### config.mk
export PLATFORM = sky130hd
export DESIGN_NAME = single_pattern_occurrence_counter_core_flat
export DESIGN_NICKNAME = d
export VERILOG_FILES = /design/src/rtl/core/spoc_pkg.sv /design/src/rtl/core/spoc_if.sv /design/src/rtl/core/spoc_cell.sv /design/src/rtl/core/single_pattern_occurrence_counter_core.sv /design/src/flat_wrapper.sv
export SDC_FILE = /design/constraint.sdc
export NUM_CORES = 1
export LEC_CHECK = 0
export BUFFER_PORTS_ARGS = -buffer_cell sky130_fd_sc_hd__buf_2
export CORE_MARGIN = 5
export CORE_UTILIZATION = 45
export DETAILED_ROUTE_END_ITERATION = 16
export GPL_TIMING_DRIVEN = 0
export PLACE_DENSITY = 0.71
export REMOVE_ABC_BUFFERS = 1
export SETUP_SLACK_MARGIN = 0.15
export SLEW_MARGIN = 5
export SYNTH_ARGS = -nofsm -noshare
export SYNTH_HDL_FRONTEND = slang
export SYNTH_SLANG_ARGS = --single-unit
### constraint.sdc
create_clock -name clk_i -period 4.4 [get_ports clk_i]
set_clock_uncertainty 0.1 [all_clocks]
set_input_delay 0.22 -clock clk_i [delete_from_list [all_inputs] [get_ports clk_i]]
set_output_delay 0.22 -clock clk_i [all_outputs]
set_load 0.02 [all_outputs]
### src/rtl/core/spoc_pkg.sv
// Shared types and constants for the single pattern occurrence counter.
package spoc_pkg;

  localparam int unsigned PatternMax = 64;
  localparam int unsigned OpW        = 2;
  localparam int unsigned ByteW      = 8;
  localparam int unsigned CountW     = 32;
  localparam int unsigned StatusW    = 2;

  localparam logic [CountW-1:0] CountMax = {CountW{1'b1}};

  typedef enum logic [OpW-1:0] {
    OpClear  = 2'd0,
    OpAppend = 2'd1,
    OpText   = 2'd2
  } spoc_op_e;

  typedef enum logic [StatusW-1:0] {
    StOk    = 2'd0,
    StFull  = 2'd1,
    StEmpty = 2'd2
  } spoc_status_e;

  typedef struct packed {
    logic             clear;
    logic             load;
    logic             text;
    logic [ByteW-1:0] data;
  } spoc_cell_ctrl_t;

endpackage

### src/rtl/core/spoc_if.sv
// Request and response channel interfaces for the occurrence counter.
interface spoc_req_if;
  import spoc_pkg::*;

  logic             valid;
  logic             ready;
  logic [OpW-1:0]   operation;
  logic [ByteW-1:0] byte_value;

  modport source (output valid, output operation, output byte_value, input ready);
  modport sink   (input valid, input operation, input byte_value, output ready);
endinterface

interface spoc_rsp_if;
  import spoc_pkg::*;

  logic               valid;
  logic               ready;
  logic               match_found;
  logic [CountW-1:0]  occurrence_count;
  logic [StatusW-1:0] status;

  modport source (output valid, output match_found, output occurrence_count,
                  output status, input ready);
  modport sink   (input valid, input match_found, input occurrence_count,
                  input status, output ready);
endinterface

### src/rtl/core/spoc_cell.sv
// One pattern position: stored byte, loaded flag and prefix-match flag.
module spoc_cell (
  input  logic                     clk_i,
  input  logic                     rst_ni,
  input  spoc_pkg::spoc_cell_ctrl_t ctrl_i,
  input  logic                     prev_loaded_i,
  input  logic                     prev_active_i,
  output logic                     loaded_o,
  output logic                     active_o
);
  import spoc_pkg::*;

  logic [ByteW-1:0] byte_q;
  logic             loaded_q, loaded_d;
  logic             active_q, active_d;
  logic             load_en;

  // the first unloaded cell takes the appended byte
  assign load_en = ctrl_i.load && prev_loaded_i && !loaded_q;

  always_comb begin
    loaded_d = loaded_q;
    active_d = active_q;
    if (ctrl_i.clear) begin
      loaded_d = 1'b0;
      active_d = 1'b0;
    end else if (load_en) begin
      loaded_d = 1'b1;
    end else if (ctrl_i.text) begin
      active_d = loaded_q && prev_active_i && (byte_q == ctrl_i.data);
    end
  end

  always_ff @(posedge clk_i or negedge rst_ni) begin
    if (!rst_ni) begin
      loaded_q <= 1'b0;
      active_q <= 1'b0;
    end else begin
      loaded_q <= loaded_d;
      active_q <= active_d;
    end
  end

  always_ff @(posedge clk_i) begin
    if (load_en) begin
      byte_q <= ctrl_i.data;
    end
  end

  assign loaded_o = loaded_q;
  assign active_o = active_q;

endmodule

### src/rtl/core/single_pattern_occurrence_counter_core.sv
// Responses are registered and turn valid when the pending request loads, after any stall.
// Throughput: one request per cycle while the response side takes every response.
// The chain of pattern cells updates in the accept cycle; the tail match and the
// saturating count are resolved from the registered cells while the request is pending.
// Reset clears the pattern, match flags and count at once; no clearing pass.
module single_pattern_occurrence_counter_core (
  input  logic       clk_i,
  input  logic       rst_ni,
  spoc_req_if.sink   req_i,
  spoc_rsp_if.source rsp_o
);
  import spoc_pkg::*;

  logic [PatternMax-1:0] loaded;
  logic [PatternMax-1:0] active;
  logic [PatternMax-1:0] tail;
  spoc_cell_ctrl_t       ctrl;

  logic                  accept;
  logic                  load;
  logic                  hit;
  logic                  found;

  logic                  pend_q;
  logic [OpW-1:0]        pend_op_q;
  spoc_status_e          pend_st_q;
  spoc_status_e          st_d;

  logic                  out_valid_q;
  logic                  match_q;
  spoc_status_e          status_q;
  logic [CountW-1:0]     count_q, count_d;

  assign load        = pend_q && (!out_valid_q || rsp_o.ready);
  assign req_i.ready = !pend_q || load;
  assign accept      = req_i.valid && req_i.ready;

  assign ctrl.clear = accept && (req_i.operation == OpClear);
  assign ctrl.load  = accept && (req_i.operation == OpAppend);
  assign ctrl.text  = accept && (req_i.operation == OpText);
  assign ctrl.data  = req_i.byte_value;

  for (genvar i = 0; i < PatternMax; i++) begin : g_cell
    logic prev_loaded;
    logic prev_active;
    if (i == 0) begin : g_head
      assign prev_loaded = 1'b1;
      assign prev_active = 1'b1;
    end else begin : g_link
      assign prev_loaded = loaded[i-1];
      assign prev_active = active[i-1];
    end
    if (i == PatternMax - 1) begin : g_last
      assign tail[i] = loaded[i];
    end else begin : g_mid
      assign tail[i] = loaded[i] && !loaded[i+1];
    end

    spoc_cell u_cell (
      .clk_i         (clk_i),
      .rst_ni        (rst_ni),
      .ctrl_i        (ctrl),
      .prev_loaded_i (prev_loaded),
      .prev_active_i (prev_active),
      .loaded_o      (loaded[i]),
      .active_o      (active[i])
    );
  end

  always_comb begin
    unique case (req_i.operation)
      OpAppend: st_d = loaded[PatternMax-1] ? StFull : StOk;
      OpText:   st_d = loaded[0] ? StOk : StEmpty;
      default:  st_d = StOk;
    endcase
  end

  assign hit   = |(active & tail);
  assign found = (pend_op_q == OpText) && hit;

  always_comb begin
    count_d = count_q;
    if (pend_op_q == OpClear) begin
      count_d = '0;
    end else if (found && (count_q != CountMax)) begin
      count_d = count_q + 1'b1;
    end
  end

  always_ff @(posedge clk_i or negedge rst_ni) begin
    if (!rst_ni) begin
      pend_q      <= 1'b0;
      out_valid_q <= 1'b0;
      count_q     <= '0;
    end else begin
      if (accept) begin
        pend_q <= 1'b1;
      end else if (load) begin
        pend_q <= 1'b0;
      end
      if (load) begin
        out_valid_q <= 1'b1;
        count_q     <= count_d;
      end else if (rsp_o.ready) begin
        out_valid_q <= 1'b0;
      end
    end
  end

  always_ff @(posedge clk_i) begin
    if (accept) begin
      pend_op_q <= req_i.operation;
      pend_st_q <= st_d;
    end
    if (load) begin
      match_q  <= found;
      status_q <= pend_st_q;
    end
  end

  assign rsp_o.valid            = out_valid_q;
  assign rsp_o.match_found      = match_q;
  assign rsp_o.occurrence_count = count_q;
  assign rsp_o.status           = status_q;

endmodule

### src/flat_wrapper.sv
// flat-port wrapper written by rule: the top's interface ports become plain ports
module single_pattern_occurrence_counter_core_flat import spoc_pkg::*;
  (clk_i, rst_ni, req_i_valid, req_i_operation, req_i_byte_value, req_i_ready, rsp_o_valid, rsp_o_match_found, rsp_o_occurrence_count, rsp_o_status, rsp_o_ready);
  spoc_req_if req_i_i ();
  spoc_rsp_if rsp_o_i ();
  input  logic clk_i;
  input  logic rst_ni;
  input wire logic [$bits(req_i_i.valid)-1:0] req_i_valid;
  input wire logic [$bits(req_i_i.operation)-1:0] req_i_operation;
  input wire logic [$bits(req_i_i.byte_value)-1:0] req_i_byte_value;
  output wire logic [$bits(req_i_i.ready)-1:0] req_i_ready;
  output wire logic [$bits(rsp_o_i.valid)-1:0] rsp_o_valid;
  output wire logic [$bits(rsp_o_i.match_found)-1:0] rsp_o_match_found;
  output wire logic [$bits(rsp_o_i.occurrence_count)-1:0] rsp_o_occurrence_count;
  output wire logic [$bits(rsp_o_i.status)-1:0] rsp_o_status;
  input wire logic [$bits(rsp_o_i.ready)-1:0] rsp_o_ready;
  assign req_i_i.valid = req_i_valid;
  assign req_i_i.operation = req_i_operation;
  assign req_i_i.byte_value = req_i_byte_value;
  assign req_i_ready = req_i_i.ready;
  assign rsp_o_valid = rsp_o_i.valid;
  assign rsp_o_match_found = rsp_o_i.match_found;
  assign rsp_o_occurrence_count = rsp_o_i.occurrence_count;
  assign rsp_o_status = rsp_o_i.status;
  assign rsp_o_i.ready = rsp_o_ready;
  single_pattern_occurrence_counter_core u_core (.clk_i(clk_i), .rst_ni(rst_ni), .req_i(req_i_i), .rsp_o(rsp_o_i));
endmodule
==> summary.txt <==
Yosys top cell area share = 52.2%
fraction of synthesis flops using an asynchronous set or reset pin = 23.8%
combinational share of power = 5.4%
min Tclk post-route = 3.32 ns
Synth area leader = edfxtp_1
Syn-to-layout area delta = 12.1%
DRT antenna net count = 0
critical path required time = 4.82 ns
drc violations = 0
clock share of power = 42.1%
Avg Vias per Cell = 5.63
Final Max Tran Viols = 0
crit path cell chain = nand3b_1 -> o2111ai_1 -> nor4_1 -> nand4_1 -> a32oi_4 -> o21ai_1 -> o21ai_1
Slowest-stage cell, CP = a32oi_4
via count = 18300
Max Cap Viol = 0
switching share of power = 21.8%
CTS tree = yes
Setup violations, final = 0
CORE AREA = 65700 um2
Initial DRC Count = 1653
WP buf/inv = 0
Largest delay share family, worst path = compound AO/OA/AOI/OAI gates
f_max = 0.301 GHz
clock latency on the worst-skew pair = 0.60 ns
maximum clock path buffer count = 3
placement row count = 94
Worst setup EP type = flip-flop
Main synth FF type = edfxtp_1
CTS Hold Bufs = 9
HP Class = primary input to flip-flop
final hold vios = 0
most used cell, CP = o21ai_1
Die Ht = 267 um
Worst-path clk slew = 0.06 ns
total grt overflow = 0
Starting Density = 45.4%
final wirelength = 65200 um
Crit Path Max Fanout = 33
H-tree levels = 3
layout cells sized above 1 = 7.38%
routed length per instance = 20.1 um
port bufs = 50
Critical Path Max Stage Delay = 0.94 ns
leakage = 10.9 nW
antenna violations before repair = 0
gr usage total = 18.0%
register area share after synthesis = 65.8%
placed wire-length estimate = 37600 um
net count reported at finish = 2347
Post CTS Setup Buffer Count = 0
clock root cell = clkbuf_16
io pins = 51
Yosys warnings = 0
clock sinks = 681
vias in the first global route = 18600
register share of total power = 52.5%
syn_area_per_cell = 13.0 um2
largest net degree at the start of global routing = 88
first-pass GRT wire length = 103000 um
synth cell count leaders = 519 x edfxtp_1, 400 x xnor2_1, 162 x dfrtp_1
Slew Limit Headroom = 16.2%
Worst VDD drop = 292 uV
Fin Hold WS = 0.0362 ns
FF+latch count, synth = 681
CTS buffer count = 69
Critical Path Source Type = flip-flop
Cells after Synth = 2291
pwr/cell area = 400 nW/um2
count leader, synth = edfxtp_1
largest cells by area after synthesis = edfxtp_1 52%, dfrtp_1 14%, xnor2_1 12%
Layout Cells excl Fill = 3250
worst setup path class = flip-flop to flip-flop
mapped cell area = 29800 um2
Final period util = 75.6%
Die X = 267 um
Post-synth EDFFs = 519
Yosys cell types = 49
post-cts repair resize count = 0
P_sw = 2.91 mW
Final GP Congestion = 0.773
slew at the pin with the worst max-slew slack = 1.25 ns
die area = 71500 um2
# placed instances = 3113
Pint = 10.5 mW
arrival time worst endpoint = 3.74 ns
outcome = finished clean
Pre-antenna DRT Iters = 6
unrepaired setup endpoints after global routing = no
[placed cells by master (no fill, tap or decap), drive strengths merged, types with 3 or more instances in the layout]
cell	Yosys	final
o2111ai	16	16
or4	7	7
nor4	25	25
nor2	153	153
ha	4	4
o22ai	13	13
inv	34	38
xor2	73	73
nand4	99	99
a41oi	3	3
buf	64	66
nand2	125	125
o41ai	19	19
a211oi	4	4
a222oi	6	6
nor3	42	42
nand3	79	79
a221oi	7	7
nand3b	56	56
and3	13	13
nand2b	74	74
a21oi	60	60
dfrtp	162	162
o21ai	157	157
dlygate4sd3	0	9
edfxtp	519	519
clkinv	0	24
o21a	3	3
a31oi	10	10
clkbuf	44	97
xnor2	400	400
nor3b	4	4
[stage by stage]
| stage | total power, mW | setup TNS (ns) | area (um2) | setup slack [ns] | util (%) |
|---|---|---|---|---|---|
| 6_report | 13.4 | 0 | 33400 | 1.08 | 50.9 |
| 5_1_grt | 13.8 | 0 | 33400 | 0.893 | 50.9 |
| 4_1_cts | 13.5 | 0 | 33400 | 1.11 | 50.9 |
| 3_5_place_dp | 7.88 | 0 | 31200 | 1.12 | 47.4 |
| 3_3_place_gp | 7.84 | -622.71 | 30700 | -3.97 | 46.7 |
| 2_1_floorplan | 7.48 | -4.74 | 29300 | -0.0878 | - |
[final timing paths]
kind | from | endpoint | slack, ns | cells after the start
worst max-delay path | u_core.g_cell[45].u_cell.loaded_o$_DFFE_PN0P_ | u_core.rsp_o.occurrence_count[18]$_DFFE_PN0P_ | 1.08 | 7
worst min-delay path | req_i_byte_value[7] | u_core.g_cell[32].u_cell.byte_q[7]$_DFFE_PP_ | 0.04 | 1
worst max register to register | u_core.g_cell[45].u_cell.loaded_o$_DFFE_PN0P_ | u_core.rsp_o.occurrence_count[18]$_DFFE_PN0P_ | 1.08 | 7
worst min register to register | u_core.pend_st_q[1]$_DFFE_PN_ | u_core.rsp_o.status[1]$_DFFE_PP_ | 0.33 | 0
max in group asynchronous | rst_ni | u_core.g_cell[32].u_cell.active_o$_DFFE_PN0P_ | 3.12 | 3
min in group asynchronous | rst_ni | u_core.rsp_o.occurrence_count[17]$_DFFE_PN0P_ | 0.10 | 2
[logic make-up (layout without fill, tap and decap cells)]
family                     Yosys count  after routing  share of synthesized area, %
other                                0              1                             0
AOI/OAI and AO/OA                  305            305                          6.07
muxes                                1              1                        0.0377
and+or+nand+nor                    685            685                          11.9
buffers and inverters              142            236                          2.06
adders and majority gates            4              4                         0.168
DFF                                681            681                          65.8
xor gates and xnor gates           473            473                          13.9
[state kept, by name (all words and copies together), names as in the netlist]
register	count
u_core.g_cell.u_cell.active_o	64
u_core.g_cell.u_cell.byte_q	512
u_core.g_cell.u_cell.loaded_o	64
u_core.pend_op_q	2
u_core.pend_q	1
u_core.pend_st_q	2
u_core.rsp_o.match_found	1
u_core.rsp_o.occurrence_count	32
u_core.rsp_o.status	2
u_core.rsp_o.valid	1
[power by group through the flow]
stage | Sequential (mW) | Clock [mW] | Combinational [mW]
floorplan | 7.15 | 0 | 0.336
global placement | 7.17 | 0 | 0.676
detailed placement | 7.16 | 0 | 0.723
CTS | 7.02 | 5.73 | 0.735
global route | 7.03 | 6.01 | 0.794
finish | 7.03 | 5.63 | 0.723
[final cells by class]
cell class | instances | area, um2
clock inverter | 30 | 214
fill | 5450 | 32300
antenna | 1 | 2.50
multi-input combinational | 1468 | 9610
inverter | 34 | 128
timing repair buffer | 75 | 813
tap | 864 | 1080
clock buffer | 97 | 1960
sequential | 681 | 19600
[worst reg2reg max path, delay by kind of cell (launching register included)]
kind	cells	cell delay, ns
compound gates	4	1.64
flops	1	0.46
simple gates	3	1.05
[metal layers]
metal,wire length (um),vias to the layer above,global-route usage [%]
met5,0,-,0
met4,1440,0,4.94
met3,4240,105,3.58
met2,31300,601,29.5
met1,28200,9210,24.6
li1,-,8374,-
Note: power is estimated with default switching activity, not from simulation.
